**config.mk**
```make
export PLATFORM = sky130hd
export DESIGN_NAME = riff_wave_stream_parser_unit
export DESIGN_NICKNAME = d
export VERILOG_FILES = /design/src/rtl/rwsp_pkg.sv /design/src/rtl/riff_wave_stream_parser_unit.sv
export SDC_FILE = /design/constraint.sdc
export NUM_CORES = 1
export LEC_CHECK = 0
export ABC_AREA = 0
export BUFFER_PORTS_ARGS = -buffer_cell sky130_fd_sc_hd__clkbuf_2
export CAP_MARGIN = 20
export CORE_MARGIN = 4
export CORE_UTILIZATION = 56
export DETAILED_ROUTE_END_ITERATION = 6
export PLACE_DENSITY_LB_ADDON = 0.05
export SYNTH_ARGS = -nofsm -noshare
export SYNTH_HDL_FRONTEND = slang
export SYNTH_SLANG_ARGS = --single-unit
```
**constraint.sdc**
```tcl
create_clock -name clk -period 4.7 [get_ports clk]
set_input_delay 0.47 -clock clk [delete_from_list [all_inputs] [get_ports clk]]
set_output_delay 0.47 -clock clk [all_outputs]
set_load 0.01 [all_outputs]
```
**src/rtl/rwsp_pkg.sv**
```systemverilog
package rwsp_pkg;

  // Stream widths
  localparam int unsigned IN_TDATA_W  = 8;
  localparam int unsigned OUT_TDATA_W = 80;
  localparam int unsigned KIND_W      = 2;
  localparam int unsigned ERR_W       = 3;

  // Four-character tags, first character in the top byte
  localparam logic [31:0] TAG_RIFF = 32'h5249_4646;
  localparam logic [31:0] TAG_WAVE = 32'h5741_5645;
  localparam logic [31:0] TAG_FMT  = 32'h666D_7420;
  localparam logic [31:0] TAG_DATA = 32'h6461_7461;

  localparam logic [31:0] FMT_BODY_LEN = 32'd16;
  localparam logic [15:0] PCM_CODE     = 16'd1;

  // Result kinds
  localparam logic [KIND_W-1:0] KIND_DATA   = 2'd0;
  localparam logic [KIND_W-1:0] KIND_FORMAT = 2'd1;
  localparam logic [KIND_W-1:0] KIND_ERROR  = 2'd2;

  // Error codes
  localparam logic [ERR_W-1:0] ERR_NONE     = 3'd0;
  localparam logic [ERR_W-1:0] ERR_NOT_RIFF = 3'd1;
  localparam logic [ERR_W-1:0] ERR_NOT_WAVE = 3'd2;
  localparam logic [ERR_W-1:0] ERR_NOT_PCM  = 3'd3;
  localparam logic [ERR_W-1:0] ERR_CHUNK    = 3'd4;

  typedef enum logic [8:0] {
    PH_RIFF  = 9'b0_0000_0001,
    PH_RSIZE = 9'b0_0000_0010,
    PH_WAVE  = 9'b0_0000_0100,
    PH_CID   = 9'b0_0000_1000,
    PH_CSIZE = 9'b0_0001_0000,
    PH_FMT   = 9'b0_0010_0000,
    PH_SKIP  = 9'b0_0100_0000,
    PH_DATA  = 9'b0_1000_0000,
    PH_IDLE  = 9'b1_0000_0000
  } phase_t;

  typedef struct packed {
    logic [KIND_W-1:0] kind;
    logic [7:0]        data_byte;
    logic [15:0]       channels;
    logic [31:0]       sample_rate;
    logic [15:0]       sample_bits;
    logic [ERR_W-1:0]  error_code;
    logic              last_data;
  } result_t;

endpackage

```
**src/rtl/riff_wave_stream_parser_unit.sv**
```systemverilog
// RIFF/WAVE stream parser.
//
// Input channel s_axis: one file byte per beat in tdata. tuser high marks the
// first byte of a new file and restarts parsing; tlast marks the final byte
// of the file. The parser checks the RIFF and WAVE tags, walks the chunks,
// reads channels, rate and bits from the fmt chunk and skips other chunks.
//
// Output channel m_axis: tuser gives the kind of beat (audio byte, format
// report or error report). A format report comes out when the data chunk
// header completes; every data chunk byte then follows as an audio beat, the
// final one with tlast. Header bytes, skipped chunk bytes and anything after
// the data chunk or an error produce no beat.
//
// Timing: an input register and a result register, with the state update in
// between. An accepted byte waits in the input register; its result moves to
// the result register once that is free or draining. One byte is taken every
// cycle while the receiver keeps up. When m_axis_tready is low the result
// register holds and the input register fills; s_axis_tready drops only once
// both are occupied.
//
// Reset (rst, synchronous): both registers empty, parser waits for a RIFF tag.
module riff_wave_stream_parser_unit (
  input  logic                                 clk,
  input  logic                                 rst,
  input  logic                                 s_axis_tvalid,
  output logic                                 s_axis_tready,
  input  logic [rwsp_pkg::IN_TDATA_W-1:0]      s_axis_tdata,  // [7:0] in_byte
  input  logic                                 s_axis_tuser,  // [0] new_file
  input  logic                                 s_axis_tlast,  // end_of_input
  output logic                                 m_axis_tvalid,
  input  logic                                 m_axis_tready,
  // [7:0] data_byte, [23:8] channels, [55:24] sample_rate,
  // [71:56] sample_bits, [74:72] error_code, [79:75] zero
  output logic [rwsp_pkg::OUT_TDATA_W-1:0]     m_axis_tdata,
  output logic [rwsp_pkg::KIND_W-1:0]          m_axis_tuser,  // [1:0] kind
  output logic                                 m_axis_tlast   // last_data
);
  import rwsp_pkg::*;

  // Input register
  logic       in_valid;
  logic [7:0] in_byte;
  logic       in_new;
  logic       in_end;

  // Result register
  logic    out_valid;
  result_t out_res;

  // Parser state
  phase_t      phase;
  logic [4:0]  field_index;
  logic [31:0] tag_shift;
  logic [31:0] chunk_length;
  logic [31:0] skip_left;
  logic [15:0] format_code;
  logic [15:0] channel_count;
  logic [31:0] rate_value;
  logic [15:0] bits_value;
  logic        format_seen;
  logic [31:0] data_left;

  phase_t      phase_next;
  logic [4:0]  field_index_next;
  logic [31:0] tag_shift_next;
  logic [31:0] chunk_length_next;
  logic [31:0] skip_left_next;
  logic [15:0] format_code_next;
  logic [15:0] channel_count_next;
  logic [31:0] rate_value_next;
  logic [15:0] bits_value_next;
  logic        format_seen_next;
  logic [31:0] data_left_next;

  // Working copies after an optional restart on new_file
  phase_t      ph;
  logic [4:0]  idx;
  logic [31:0] tag;
  logic [31:0] clen;
  logic [31:0] skip;
  logic [15:0] fcode;
  logic [15:0] chan;
  logic [31:0] rate;
  logic [15:0] bits;
  logic        fseen;
  logic [31:0] dleft;

  logic [31:0] tag_sh;
  logic [31:0] clen_sh;
  logic [15:0] fcode_upd;
  logic [31:0] skip_dec;
  logic [31:0] dleft_dec;

  result_t res;
  logic    res_valid;
  logic    advance;

  // Move the held byte into the result stage when that stage is free or draining
  assign advance       = in_valid && (!out_valid || m_axis_tready);
  assign s_axis_tready = !in_valid || advance;

  always_comb begin
    ph    = in_new ? PH_RIFF : phase;
    idx   = in_new ? 5'd0  : field_index;
    tag   = in_new ? 32'd0 : tag_shift;
    clen  = in_new ? 32'd0 : chunk_length;
    skip  = in_new ? 32'd0 : skip_left;
    fcode = in_new ? 16'd0 : format_code;
    chan  = in_new ? 16'd0 : channel_count;
    rate  = in_new ? 32'd0 : rate_value;
    bits  = in_new ? 16'd0 : bits_value;
    fseen = in_new ? 1'b0  : format_seen;
    dleft = in_new ? 32'd0 : data_left;

    phase_next         = ph;
    field_index_next   = idx;
    tag_shift_next     = tag;
    chunk_length_next  = clen;
    skip_left_next     = skip;
    format_code_next   = fcode;
    channel_count_next = chan;
    rate_value_next    = rate;
    bits_value_next    = bits;
    format_seen_next   = fseen;
    data_left_next     = dleft;

    res       = '0;
    res_valid = 1'b0;

    tag_sh    = {tag[23:0], in_byte};
    clen_sh   = clen | ({24'd0, in_byte} << {idx[1:0], 3'b000});
    fcode_upd = fcode;
    skip_dec  = skip - 32'd1;
    dleft_dec = dleft - 32'd1;

    unique case (ph) inside
      PH_RIFF, PH_WAVE, PH_CID: begin
        tag_shift_next = tag_sh;
        if (idx >= 5'd3) begin
          field_index_next = 5'd0;
          if (ph == PH_RIFF) begin
            if (tag_sh != TAG_RIFF) begin
              res.kind = KIND_ERROR; res.error_code = ERR_NOT_RIFF;
              res_valid = 1'b1; phase_next = PH_IDLE;
            end else begin
              phase_next = PH_RSIZE;
            end
          end else if (ph == PH_WAVE) begin
            if (tag_sh != TAG_WAVE) begin
              res.kind = KIND_ERROR; res.error_code = ERR_NOT_WAVE;
              res_valid = 1'b1; phase_next = PH_IDLE;
            end else begin
              phase_next = PH_CID;
            end
          end else begin
            // a data chunk ahead of fmt cannot be decoded
            if (tag_sh == TAG_DATA && !fseen) begin
              res.kind = KIND_ERROR; res.error_code = ERR_CHUNK;
              res_valid = 1'b1; phase_next = PH_IDLE;
            end else begin
              chunk_length_next = 32'd0;
              phase_next        = PH_CSIZE;
            end
          end
        end else begin
          field_index_next = idx + 5'd1;
        end
      end
      PH_RSIZE: begin
        if (idx >= 5'd3) begin
          field_index_next = 5'd0;
          tag_shift_next   = 32'd0;
          phase_next       = PH_WAVE;
        end else begin
          field_index_next = idx + 5'd1;
        end
      end
      PH_CSIZE: begin
        chunk_length_next = clen_sh;
        if (idx < 5'd3) begin
          field_index_next = idx + 5'd1;
        end else begin
          field_index_next = 5'd0;
          if (tag == TAG_FMT) begin
            format_code_next   = 16'd0;
            channel_count_next = 16'd0;
            rate_value_next    = 32'd0;
            bits_value_next    = 16'd0;
            phase_next         = PH_FMT;
          end else if (tag == TAG_DATA) begin
            res.kind        = KIND_FORMAT;
            res.channels    = chan;
            res.sample_rate = rate;
            res.sample_bits = bits;
            res_valid       = 1'b1;
            data_left_next  = clen_sh;
            phase_next      = (clen_sh != 32'd0) ? PH_DATA : PH_IDLE;
          end else begin
            skip_left_next = clen_sh;
            phase_next     = (clen_sh != 32'd0) ? PH_SKIP : PH_CID;
          end
        end
      end
      PH_FMT: begin
        // body: code, channels, rate, byte rate, block align, bits
        if (idx < 5'd2) begin
          fcode_upd = fcode | ({8'd0, in_byte} << {idx[0], 3'b000});
        end else if (idx < 5'd4) begin
          channel_count_next = chan | ({8'd0, in_byte} << {idx[0], 3'b000});
        end else if (idx < 5'd8) begin
          rate_value_next = rate | ({24'd0, in_byte} << {idx[1:0], 3'b000});
        end else if (idx >= 5'd14 && idx < 5'd16) begin
          bits_value_next = bits | ({8'd0, in_byte} << {idx[0], 3'b000});
        end
        format_code_next = fcode_upd;
        if (idx < 5'd15) begin
          field_index_next = idx + 5'd1;
        end else begin
          field_index_next = 5'd0;
          if (fcode_upd != PCM_CODE) begin
            res.kind = KIND_ERROR; res.error_code = ERR_NOT_PCM;
            res_valid = 1'b1; phase_next = PH_IDLE;
          end else begin
            format_seen_next = 1'b1;
            if (clen > FMT_BODY_LEN) begin
              skip_left_next = clen - FMT_BODY_LEN;
              phase_next     = PH_SKIP;
            end else begin
              skip_left_next = 32'd0;
              phase_next     = PH_CID;
            end
          end
        end
      end
      PH_SKIP: begin
        skip_left_next = skip_dec;
        if (skip_dec == 32'd0) begin
          field_index_next = 5'd0;
          tag_shift_next   = 32'd0;
          phase_next       = PH_CID;
        end
      end
      PH_DATA: begin
        res.kind       = KIND_DATA;
        res.data_byte  = in_byte;
        res_valid      = 1'b1;
        data_left_next = dleft_dec;
        if (dleft_dec == 32'd0) begin
          res.last_data = 1'b1;
          phase_next    = PH_IDLE;
        end
      end
      default: begin
        phase_next = PH_IDLE;
      end
    endcase

    // File ends early: report where it stopped, unless this byte already spoke
    if (in_end) begin
      if (!res_valid && ph != PH_DATA && ph != PH_IDLE) begin
        res           = '0;
        res.kind      = KIND_ERROR;
        res_valid     = 1'b1;
        if (ph == PH_RIFF) begin
          res.error_code = ERR_NOT_RIFF;
        end else if (ph == PH_RSIZE || ph == PH_WAVE) begin
          res.error_code = ERR_NOT_WAVE;
        end else begin
          res.error_code = ERR_CHUNK;
        end
      end
      phase_next = PH_IDLE;
    end
  end

  // Input register: take a beat whenever the slot is free or moving on
  always_ff @(posedge clk) begin
    if (rst) begin
      in_valid <= 1'b0;
    end else if (s_axis_tready) begin
      in_valid <= s_axis_tvalid;
    end
    if (s_axis_tvalid && s_axis_tready) begin
      in_byte <= s_axis_tdata;
      in_new  <= s_axis_tuser;
      in_end  <= s_axis_tlast;
    end
  end

  // Parser state advances once per processed byte
  always_ff @(posedge clk) begin
    if (rst) begin
      phase         <= PH_RIFF;
      field_index   <= 5'd0;
      tag_shift     <= 32'd0;
      chunk_length  <= 32'd0;
      skip_left     <= 32'd0;
      format_code   <= 16'd0;
      channel_count <= 16'd0;
      rate_value    <= 32'd0;
      bits_value    <= 16'd0;
      format_seen   <= 1'b0;
      data_left     <= 32'd0;
    end else if (advance) begin
      phase         <= phase_next;
      field_index   <= field_index_next;
      tag_shift     <= tag_shift_next;
      chunk_length  <= chunk_length_next;
      skip_left     <= skip_left_next;
      format_code   <= format_code_next;
      channel_count <= channel_count_next;
      rate_value    <= rate_value_next;
      bits_value    <= bits_value_next;
      format_seen   <= format_seen_next;
      data_left     <= data_left_next;
    end
  end

  // Result register: load on advance, drop the beat once taken
  always_ff @(posedge clk) begin
    if (rst) begin
      out_valid <= 1'b0;
    end else if (advance) begin
      out_valid <= res_valid;
    end else if (m_axis_tready) begin
      out_valid <= 1'b0;
    end
    if (advance) begin
      out_res <= res;
    end
  end

  assign m_axis_tvalid = out_valid;
  assign m_axis_tuser  = out_res.kind;
  assign m_axis_tlast  = out_res.last_data;
  assign m_axis_tdata  = {5'd0, out_res.error_code, out_res.sample_bits,
                          out_res.sample_rate, out_res.channels, out_res.data_byte};

  // A last mark only ever rides on an audio byte
  a_last_is_data: assert property (@(posedge clk) disable iff (rst)
    m_axis_tvalid && m_axis_tlast |-> m_axis_tuser == KIND_DATA)
    else $error("last mark on a non-audio beat");

  // Error beats, and only those, carry a code
  a_err_code: assert property (@(posedge clk) disable iff (rst)
    m_axis_tvalid |-> ((m_axis_tuser == KIND_ERROR) == (out_res.error_code != ERR_NONE)))
    else $error("error code does not match beat kind");

  // The final data byte and any error leave the parser idle
  a_idle_after_end: assert property (@(posedge clk) disable iff (rst)
    advance && res_valid && (res.last_data || res.kind == KIND_ERROR)
      |=> phase == PH_IDLE)
    else $error("parser not idle after end of data or error");

  // Reset empties the result register
  a_reset_empty: assert property (@(posedge clk) rst |=> !m_axis_tvalid)
    else $error("result valid after reset");

endmodule
```
# After elaboration in Yosys (flattened, before gate mapping)
# Cells that the tools add are included.
totals:
  regBits: 313
  latch_bits: 0
  mem_bits_rw: 0
  mem_bits_ro: 0
  inputBits: 14
  out_inout_bits: 85
  elab_cells: 206
  memories: 0
op_classes:
  addsub: 4
  multipliers: 0
  n_div: 0
  magnitude_cmp: 9
  n_eq_ne: 16
  n_shift: 2
  n_mux: 128
  n_bitwise: 5
  reduce_logical: 19
ops:
  columns: ["operator", "n"]
  rows:
  - ["$mux W32", 25]
  - ["$mux W16", 17]
  - ["$mux W64", 4]
  - ["$pmux W32 S2", 3]
  - ["$pmux W32 S3", 2]
  - ["$mux W78", 2]
  - ["$mux W9", 17]
  - ["$eq A32 B31 Y1 const B", 3]
  - ["$pmux W16 S2", 3]
  - ["$logic_not A32 Y1", 2]
  - ["$ne A32 B31 Y1 const B", 2]
  - ["$or A32 B32 Y32", 2]
  - ["$sub A32 B1 Y32 const B", 2]
  - ["$pmux W9 S6", 1]
  - ["$or A16 B16 Y16", 3]
  - ["$gt A32 B5 Y1 const B", 1]
  - ["$reduce_bool A32 Y1", 1]
  - ["$shl A8 B5 Y32", 1]
  - ["$sub A32 B5 Y32 const B", 1]
  - ["$mux W1", 25]
  - ["$mux W5", 5]
  - ["$mux W2", 11]
  - ["$pmux W5 S4", 1]
  - ["$mux W3", 6]
  - ["30 further kinds", 43]

# Depth between registers and ports, before layout
# Gate-level depths: netlist (run 1).
logic_depth:
  ltp_word: 15
  mapped_depth: 22

# Worst setup path before layout (run 1)
# Ideal clock, no wire load.
synth_timing:
  path_type: "register -> register"
  start: "register in_new"
  end: "register tag_shift[1]"
  setup_ns: 0.117
  arrival_ns: 4.855
  path_slack_ns: -0.272
  path_stages_with_launch: 23
  path_buffers: 9
  path_cell_list: "edfxtp_1 -> clkbuf_1 -> clkinv_1 -> buf_1 -> clkbuf_1 -> buf_1 -> clkbuf_1 -> buf_1 -> clkbuf_1 -> nand2_1 -> ha_1 -> clkbuf_1 -> nor4b_2 -> a21oi_1 -> o31ai_1 -> a211oi_1 -> o2111a_1 -> nand3_1 -> nor3_2 -> o22a_2 -> nor2_4 -> buf_6 -> a22o_1"
synth_between:
  elab_chain_cells: 5
synth_lines:
  columns: ["item", "line_no", "text"]
  rows:
  - ["start: declaration", "riff_wave_stream_parser_unit.sv:43", "logic in_new;"]
  - ["start signal: assignment", "riff_wave_stream_parser_unit.sv:285", "in_new <= s_axis_tuser;"]
  - ["$mux W32", "riff_wave_stream_parser_unit.sv:107", "skip = in_new ? 32'd0 : skip_left;"]
  - ["$sub A32 B1 Y32", "riff_wave_stream_parser_unit.sv:133", "skip_dec = skip - 32'd1;"]
  - ["$logic_not A32 Y1", "riff_wave_stream_parser_unit.sv:237", "if (skip_dec == 32'd0) begin"]
  - ["$mux W32", "riff_wave_stream_parser_unit.sv:237", null]
  - ["$pmux W32 S3 *", "riff_wave_stream_parser_unit.sv:136", "unique case (ph) inside"]
  - ["end signal: assignment", "riff_wave_stream_parser_unit.sv:307", "tag_shift <= tag_shift_next;"]
  - ["end: declaration", "riff_wave_stream_parser_unit.sv:53", "logic [31:0] tag_shift;"]
# Mark *: on every way between the ends. The rest lies on a longest branch, timed or not.
# A chain may end at the register's enable or synchronous reset.

# Final worst setup path (run 1)
layout_timing:
  start: "register in_new"
  end: "register tag_shift[26]"
# The elaborated chain is that of the path after synthesis.

==> impl_summary.log, run 1 <==
INFO  metric synth_common_cells = sky130_fd_sc_hd__nor2_1 (295), sky130_fd_sc_hd__dfxtp_1 (225), sky130_fd_sc_hd__nand2_1 (166)
INFO  metric vdd_ir_drop_max = 0.340 mV
INFO  metric worstPathArrival = 4.62 ns
INFO  metric cts.sinks = 313
INFO  metric die-area = 0.0335 sq mm
INFO  metric rr_endpoint = tag_shift[26]
INFO  metric hold_buffers = 0
INFO  metric yosys.cell_count.top_type = sky130_fd_sc_hd__nor2_1
INFO  metric maximum_number_of_pins_on_one_net_before_global_route_repair = 122
INFO  metric port-buffer-count = 93
INFO  metric detail_route.iter0.violations = 2121
INFO  metric setup.worst_path.start_class = flop
INFO  metric first_pass_iters = 6
INFO  metric power_frac_clock = 0.433
INFO  metric setup.worst_path.class = flop to flop
INFO  metric worst_setup_path_endpoint = tag_shift[26]
INFO  metric post_dp_cell_area = 0.0179 sq mm
INFO  metric layout.cell_area.non_filler = 0.0190 sq mm
INFO  metric syn_area = 0.0172 sq mm
INFO  metric gp_congestion = 1.01
INFO  metric fillers = 2630
INFO  metric internal_power = 4620 uW
INFO  metric asyncSetResetFlopFracSynth = 0
INFO  metric synth_area_leaders = sky130_fd_sc_hd__dfxtp_1 (26%), sky130_fd_sc_hd__edfxtp_1 (15%), sky130_fd_sc_hd__nor2_1 (6.5%), sky130_fd_sc_hd__a21oi_1 (4.6%), sky130_fd_sc_hd__o21ai_0 (4.1%)
INFO  metric ys_seq_area_frac = 0.416
INFO  metric busiest_layer = met2
INFO  metric global_route.overflow_total = 0
INFO  metric worst_setup_hold_path_clk_slew = 0.06 ns
INFO  metric slew_headroom = 0.271
INFO  metric tritoncts.num_buffers = 35
INFO  metric vias_per_cell = 6.73
INFO  metric finalClockSkew = 0.0146 ns
INFO  metric power_density = 329 mW/mm^2
INFO  metric critical-path-top-delay-family = simple AND/OR/NAND/NOR gates
INFO  metric die_w = 183 um
INFO  metric cts.repair_timing.setup_buffer_count = 0
INFO  metric post-route-worst-setup-slack = 0.484 ns
INFO  metric area_growth_syn_to_layout = 10.9%
INFO  metric ctsLongestPathBuffers = 3
INFO  metric die_height = 183 um
INFO  metric synth_area_leader_cell = sky130_fd_sc_hd__dfxtp_1
INFO  metric grt_usage = 0.339
INFO  metric syn_inst = 2074
INFO  metric met3_layer_usage_reported_by_global_route = 0.0686
INFO  metric count_of_different_cell_masters_after_synthesis = 88
INFO  metric grtUsageMet1 = 0.465
INFO  metric wire_per_inst = 23.6 um
INFO  metric grt_antenna_before_repair = 1
INFO  metric max_cap_violations = 0
INFO  metric power.static_leakage = 0.00705 uW
INFO  metric clock_latency_late_sink = 0.52 ns
INFO  metric run_status = finished, final reports clean
INFO  metric vias_in_the_first_global_route = 15537
INFO  metric num_vias = 16846
INFO  metric postSynthAreaPerCell = 8.28 sq um
INFO  metric critical_path.reg2reg.startpoint = in_new
INFO  metric critPathRequiredTime = 5.10 ns
INFO  metric layout-drive-gt1-share = 0.116
INFO  metric global_route.usage.met2 = 0.528
INFO  metric grt_pass1_wl = 91.2 mm
INFO  metric slew_viol_final = 0
INFO  metric period_share = 0.897
INFO  metric htree_levels = 2
INFO  metric min_period = 4.22 ns
INFO  metric starting_utilization_of_the_core_area = 0.573
INFO  metric power_after_layout = 6250 uW
INFO  metric place_hpwl = 39.4 mm
INFO  metric pwr-share-seq = 0.460
INFO  metric setup.reg_to_reg.worst_slack = 0.48 ns
INFO  metric critPathMaxFanout = 32
INFO  metric number_of_synthesis_warnings = 0
INFO  metric synth_seq_cells = 313
INFO  metric p_sw = 1630 uW
INFO  metric diodes = 0
INFO  metric synth_edf_count = 88
INFO  metric report.final.hold_viol_count = 0
INFO  metric io_pins = 99
INFO  metric post_cts.resized_instances = 0
INFO  metric drc = 0
INFO  metric setup-violations-final = 0
INFO  metric power.share.combinational = 0.107
INFO  metric cp_slowest_stage_delay = 0.56 ns
INFO  metric switching_share = 0.261
INFO  metric crit_chain = inv_2 -> nand2_1 -> ha_1 -> buf_4 -> or4b_4 -> or4_4 -> o311ai_4 -> nand4b_1 -> nor4_2 -> nand3_1 -> nor3_2 -> o22a_2 -> nor2_4 -> a22o_1
INFO  metric core_box_area = 0.0300 sq mm
INFO  metric synth_top_area_frac = 0.262
INFO  metric critical_path.endpoint_type = flop
INFO  metric cts_root_buffer = sky130_fd_sc_hd__clkbuf_16
INFO  metric routed_wl = 59.1 mm
INFO  metric ff2ff_path_depth = 14
INFO  metric cts_tree = done
INFO  metric dp_worst_setup_slack = 0.573 ns
INFO  metric cp_num_cells = 14
INFO  metric nets = 2109
INFO  metric synth-main-ff-cell = sky130_fd_sc_hd__dfxtp_1
INFO  metric floorplan.rows = 63
INFO  metric crit_start = in_new
INFO  metric slowest_stage_cell_cp = sky130_fd_sc_hd__or4b_4
INFO  metric rsz_0062_raised_after_global_routing = no
INFO  metric timing.hold.ws = 0.136 ns
INFO  metric crit_buf_inv = 2
INFO  metric detail-route-antenna-nets = 0
INFO  metric fin_setup_tns = 0 ns
INFO  metric min-delay-path-class = input pin to flop
INFO  metric achievable-frequency = 237 MHz
INFO  metric worst_slew_pin_slew = 1.08 ns
==> power groups by stage <==
stage	Clock [uW]	Combinational, uW	Sequential (uW)
after floorplan	0	478	2910
after global placement	0	645	2930
final	2710	667	2880
after detailed placement	0	648	2930
after global routing	2860	722	2880
after CTS	2750	651	2870
==> worst min path at each step <==
stage | start | endpoint | slack, ns | cells after the start
final | s_axis_tdata[0] | in_byte[0] | 0.14 | 1
after global routing | s_axis_tdata[5] | in_byte[5] | 0.13 | 1
after CTS | s_axis_tdata[3] | in_byte[3] | 0.13 | 1
after detailed placement | tag_shift[24] | tag_shift[24] | 0.46 | 1
after global placement | tag_shift[30] | tag_shift[30] | 0.45 | 1
after floorplan | tag_shift[26] | tag_shift[26] | 0.44 | 1
==> layer usage <==
metal,up-vias,part of all wire
li1,7712,-
met1,8043,0.42
met2,925,0.44
met3,164,0.10
met4,2,0.045
met5,-,0.000034
==> cells in the final DEF (no fill, tap or decap), drive strengths merged, types with 8 or more instances in the layout <==
cell type	instances
and2	87
or4	13
and3	15
nand3	30
nor2	296
xor2	25
dfxtp	225
nand4	23
nand4b	13
nand2	166
nor2b	24
o211ai	13
nor4	57
edfxtp	88
buf	61
a22o	35
or3	8
clkbuf	149
a31oi	16
a21o	11
nand2b	12
nor3	66
inv	22
a22oi	71
xnor2	22
o31ai	9
mux2i	10
o22ai	11
or2	11
a32oi	60
a211oi	14
a21oi	159
o221ai	9
o21ai	148
a311oi	9
nor4b	8
==> registers in the layout, indices dropped and copies added (netlist names), 32 cells and up <==
| register | count |
|---|---|
| chunk_length | 32 |
| data_left | 32 |
| m_axis_tdata | 75 |
| rate_value | 32 |
| skip_left | 32 |
| tag_shift | 32 |
==> per-stage QoR <==
step                utilization  std cells
finish                    0.635       2504
global route              0.635       2504
CTS                       0.635       2503
detailed placement        0.597       2440
global placement          0.597       2440
floorplan                     -       2078
==> kinds of logic (layout without fill, tap and decap cells) <==
| group | count (synthesis) | count (layout) | synth area share |
|---|---|---|---|
| other cells | 1 | 5 | 0.000218 |
| buf+inv | 203 | 239 | 0.0493 |
| fa+ha+maj | 7 | 7 | 0.00510 |
| xor+xnor | 47 | 47 | 0.0240 |
| compound gates | 626 | 626 | 0.242 |
| flops | 313 | 313 | 0.416 |
| simple gates | 864 | 864 | 0.256 |
| mux | 13 | 13 | 0.00780 |
==> area by class of cell <==
type,instances,area [sq um],share of cell area
Timing Repair Buffer,154,952,0.0500
Sequential cell,313,7150,0.375
Tap cell,390,488,0.0256
Clock inverter,7,81.3,0.00427
Clock buffer,56,1050,0.0554
Multi-Input combinational cell,1562,9220,0.485
Inverter,22,87.6,0.00460
Note: power is estimated with default switching activity, not from simulation.
==> run 2: changes to the inputs <==
--- a/config.mk
+++ b/config.mk
@@ -11,6 +11,7 @@
 export CORE_MARGIN = 4
 export CORE_UTILIZATION = 56
 export DETAILED_ROUTE_END_ITERATION = 6
+export GPL_TIMING_DRIVEN = 0
 export PLACE_DENSITY_LB_ADDON = 0.05
 export SYNTH_ARGS = -nofsm -noshare
 export SYNTH_HDL_FRONTEND = slang
==> run 2 against run 1 <==
The flow now finishes with violations (design-rule violations, negative setup slack). Count of clock-buffer cells in the layout decreased by 7. Final area increased by 3.1%. Critical path depth decreased by 2. Combinational power increased by 22%. Sequential power about the same. Largest power group unchanged.
==> impl_summary.log, run 2 (synthesis results as in run 1) <==
INFO  metric cts_root_buffer = sky130_fd_sc_hd__clkbuf_16
INFO  metric diodes = 0 (unchanged)
INFO  metric violations = design-rule violations, negative setup slack
INFO  metric power_density = 329 mW/mm^2 (+0.22%)
INFO  metric run_status = finished with violations
INFO  metric power.share.combinational = 0.126 (+0.019)
INFO  metric finalClockSkew = 0.0162 ns (+0.00151 ns)
INFO  metric detail-route-antenna-nets = 0 (unchanged)
INFO  metric power.static_leakage = 0.00727 uW (+3.2%)
INFO  metric floorplan.rows = 63 (unchanged)
INFO  metric achievable-frequency = 209 MHz (-12%)
INFO  metric die-area = 0.0335 sq mm (unchanged)
INFO  metric core_utilization_of_the_finished_layout = 0.655 (+0.0198)
INFO  metric worst_setup_hold_path_clk_slew = 0.06 ns (about the same)
INFO  metric largest_register_ffs = 75 (unchanged)
INFO  metric power_after_layout = 6460 uW (+3.3%)
INFO  metric dp_worst_setup_slack = -3.59 ns (-4.17 ns)
INFO  metric period_share = 1.02 (+0.122)
INFO  metric routed_wl = 74.3 mm (+26%)
INFO  metric critPathMaxFanout = 10 (-69%)
INFO  metric detail_route.iter0.violations = 3278 (+55%)
INFO  metric min-delay-path-class = input pin to flop
INFO  metric setup.worst_path.class = flop to flop
INFO  metric layout.cells.most_common_list = sky130_fd_sc_hd__nor2_1 (295), sky130_fd_sc_hd__dfxtp_1 (225), sky130_fd_sc_hd__nand2_1 (165)
INFO  metric worst_slew_pin_slew = 1.21 ns (+0.127 ns)
INFO  metric cts_tree = done
INFO  metric internal_power = 4650 uW (+0.76%)
INFO  metric slew_viol_final = 0 (unchanged)
INFO  metric global_route.overflow_total = 0 (unchanged)
INFO  metric slew_headroom = 0.193 (-0.0780)
INFO  metric p_sw = 1810 uW (+11%)
INFO  metric report.final.hold_viol_count = 0 (unchanged)
INFO  metric grt_antenna_before_repair = 5 (+4)
INFO  metric die_height = 183 um (unchanged)
INFO  metric setup.worst_path.start_class = flop
INFO  metric port-buffer-count = 92 (-1.1%)
INFO  metric fin_setup_tns = -0.153 ns (-0.153 ns)
INFO  metric area_growth_syn_to_layout = 14.3%
INFO  metric timing.hold.ws = 0.116 ns (-0.0203 ns)
INFO  metric grt_pass1_wl = 110 mm (+21%)
INFO  metric grt_usage = 0.428 (+0.0893)
INFO  metric vias_per_cell = 7.12 (+5.8%)
INFO  metric wire_per_inst = 28.2 um (+20%)
INFO  metric critical_path.endpoint_type = flop
INFO  metric min_period = 4.79 ns (+0.575 ns)
INFO  metric max_cap_violations = 0 (unchanged)
INFO  metric place_hpwl = 52.2 mm (+33%)
INFO  metric worstPathArrival = 5.18 ns (+0.56 ns)
INFO  metric critPathRequiredTime = 5.09 ns (about the same)
INFO  metric first_pass_iters = 7 (+1)
INFO  metric gp_congestion = 1.08 (+7.0%)
INFO  metric vdd_ir_drop_max = 0.281 mV (-17%)
INFO  metric tritoncts.num_buffers = 35 (unchanged)
INFO  metric io_pins = 99 (unchanged)
INFO  metric ctsLongestPathBuffers = 3 (unchanged)
INFO  metric power_frac_clock = 0.431 (-0.002)
INFO  metric core_box_area = 0.0300 sq mm (unchanged)
INFO  metric drc = 2 (+2)
INFO  metric post-route-worst-setup-slack = -0.0917 ns (-0.575 ns)
INFO  metric maximum_number_of_pins_on_one_net_before_global_route_repair = 47 (-61%)
INFO  metric setup-violations-final = 2 (+2)
INFO  metric starting_utilization_of_the_core_area = 0.573 (unchanged)
INFO  metric nets = 2242 (+6.3%)
INFO  metric layout-drive-gt1-share = 0.112 (-0.00446)
INFO  metric rsz_0062_raised_after_global_routing = no
INFO  metric most_frequent_standard_cell_in_the_layout_excluding_fill_and_tap_cells = sky130_fd_sc_hd__nor2_1
INFO  metric pwr-share-seq = 0.443 (-0.017)
INFO  metric num_vias = 18735 (+11%)
INFO  metric vias_in_the_first_global_route = 17422 (+12%)
INFO  metric switching_share = 0.280 (+0.0184)
INFO  metric die_w = 183 um (unchanged)
INFO  metric cts.sinks = 313 (unchanged)
INFO  metric htree_levels = 2 (unchanged)
INFO  metric clock_latency_late_sink = 0.54 ns (+0.02 ns)
==> run 2: cell count changes in the layout (fill, tap and decap cells not counted), sizes merged <==
| cell | change |
|---|---|
| bufinv | +1 |
| clkdlybuf4s15 | +1 |
| clkbuf | +130 |
| inv | +1 |
| buf | -5 |
| clkinv | +1 |
==> run 2: layer usage <==
metal  track usage  part of all wire  vias up
met4         0.275             0.079        2
met5             0           0.00022        -
met1         0.556              0.36     8741
li1              -                 -     7973
met3         0.126              0.14      404
met2         0.624              0.42     1615
==> run 2: path summary, 6_finish.rpt <==
| path | start | slack, ns | endpoint | cells after the start |
|---|---|---|---|---|
| worst max-delay path | in_new | -0.09 | skip_left[8] | 12 |
| worst min-delay path | s_axis_tdata[6] | 0.12 | in_byte[6] | 1 |
| worst max register to register | in_new | -0.09 | skip_left[8] | 12 |
| worst min register to register | tag_shift[30] | 0.48 | tag_shift[30] | 1 |
==> run 2: critical path, stage by stage (launching register included) <==
cell                       delay [ns]
sky130_fd_sc_hd__edfxtp_1        0.35
sky130_fd_sc_hd__buf_4           0.18
sky130_fd_sc_hd__buf_2           0.41
sky130_fd_sc_hd__clkbuf_4        0.43
sky130_fd_sc_hd__buf_2           0.46
sky130_fd_sc_hd__buf_2           0.45
sky130_fd_sc_hd__clkbuf_4        0.43
sky130_fd_sc_hd__clkbuf_2        0.43
sky130_fd_sc_hd__buf_2           0.47
sky130_fd_sc_hd__buf_2           0.43
sky130_fd_sc_hd__nand2_1         0.28
sky130_fd_sc_hd__a21oi_1         0.24
sky130_fd_sc_hd__nor3_1          0.06
==> run 2: cell type report <==
cell class,count,area (sq um)
fillers,2583,10300
multi-input cells,1562,9290
flip-flops and latches,313,7150
clock buffers,49,1000
plain buffers,176,850
repair buffers,111,624
well taps,390,488
clock inverters,10,139
inverters,22,87.6
==> run 2: what timing repair did <==
action                                  in CTS  in global routing
pin swaps                                    5                  7
hold buffers                                 0                  0
endpoints found under the setup margin     213                 90
resized for setup                           55                 11
buffers inserted                             4                  6
==> run 2: power by group through the flow <==
stage	registers, uW	clock network, uW	logic, uW
after floorplan	2910	0	478
after global placement	2920	0	736
after detailed placement	2920	0	746
after CTS	2860	2790	769
after global routing	2860	2900	849
final	2860	2790	815
==> run 2: per-stage QoR <==
stage	std cells	area (sq um)
2_1_floorplan	2078	17200
3_3_place_gp	2560	18100
3_5_place_dp	2568	18200
4_1_cts	2628	19600
5_1_grt	2633	19600
6_report	2633	19600
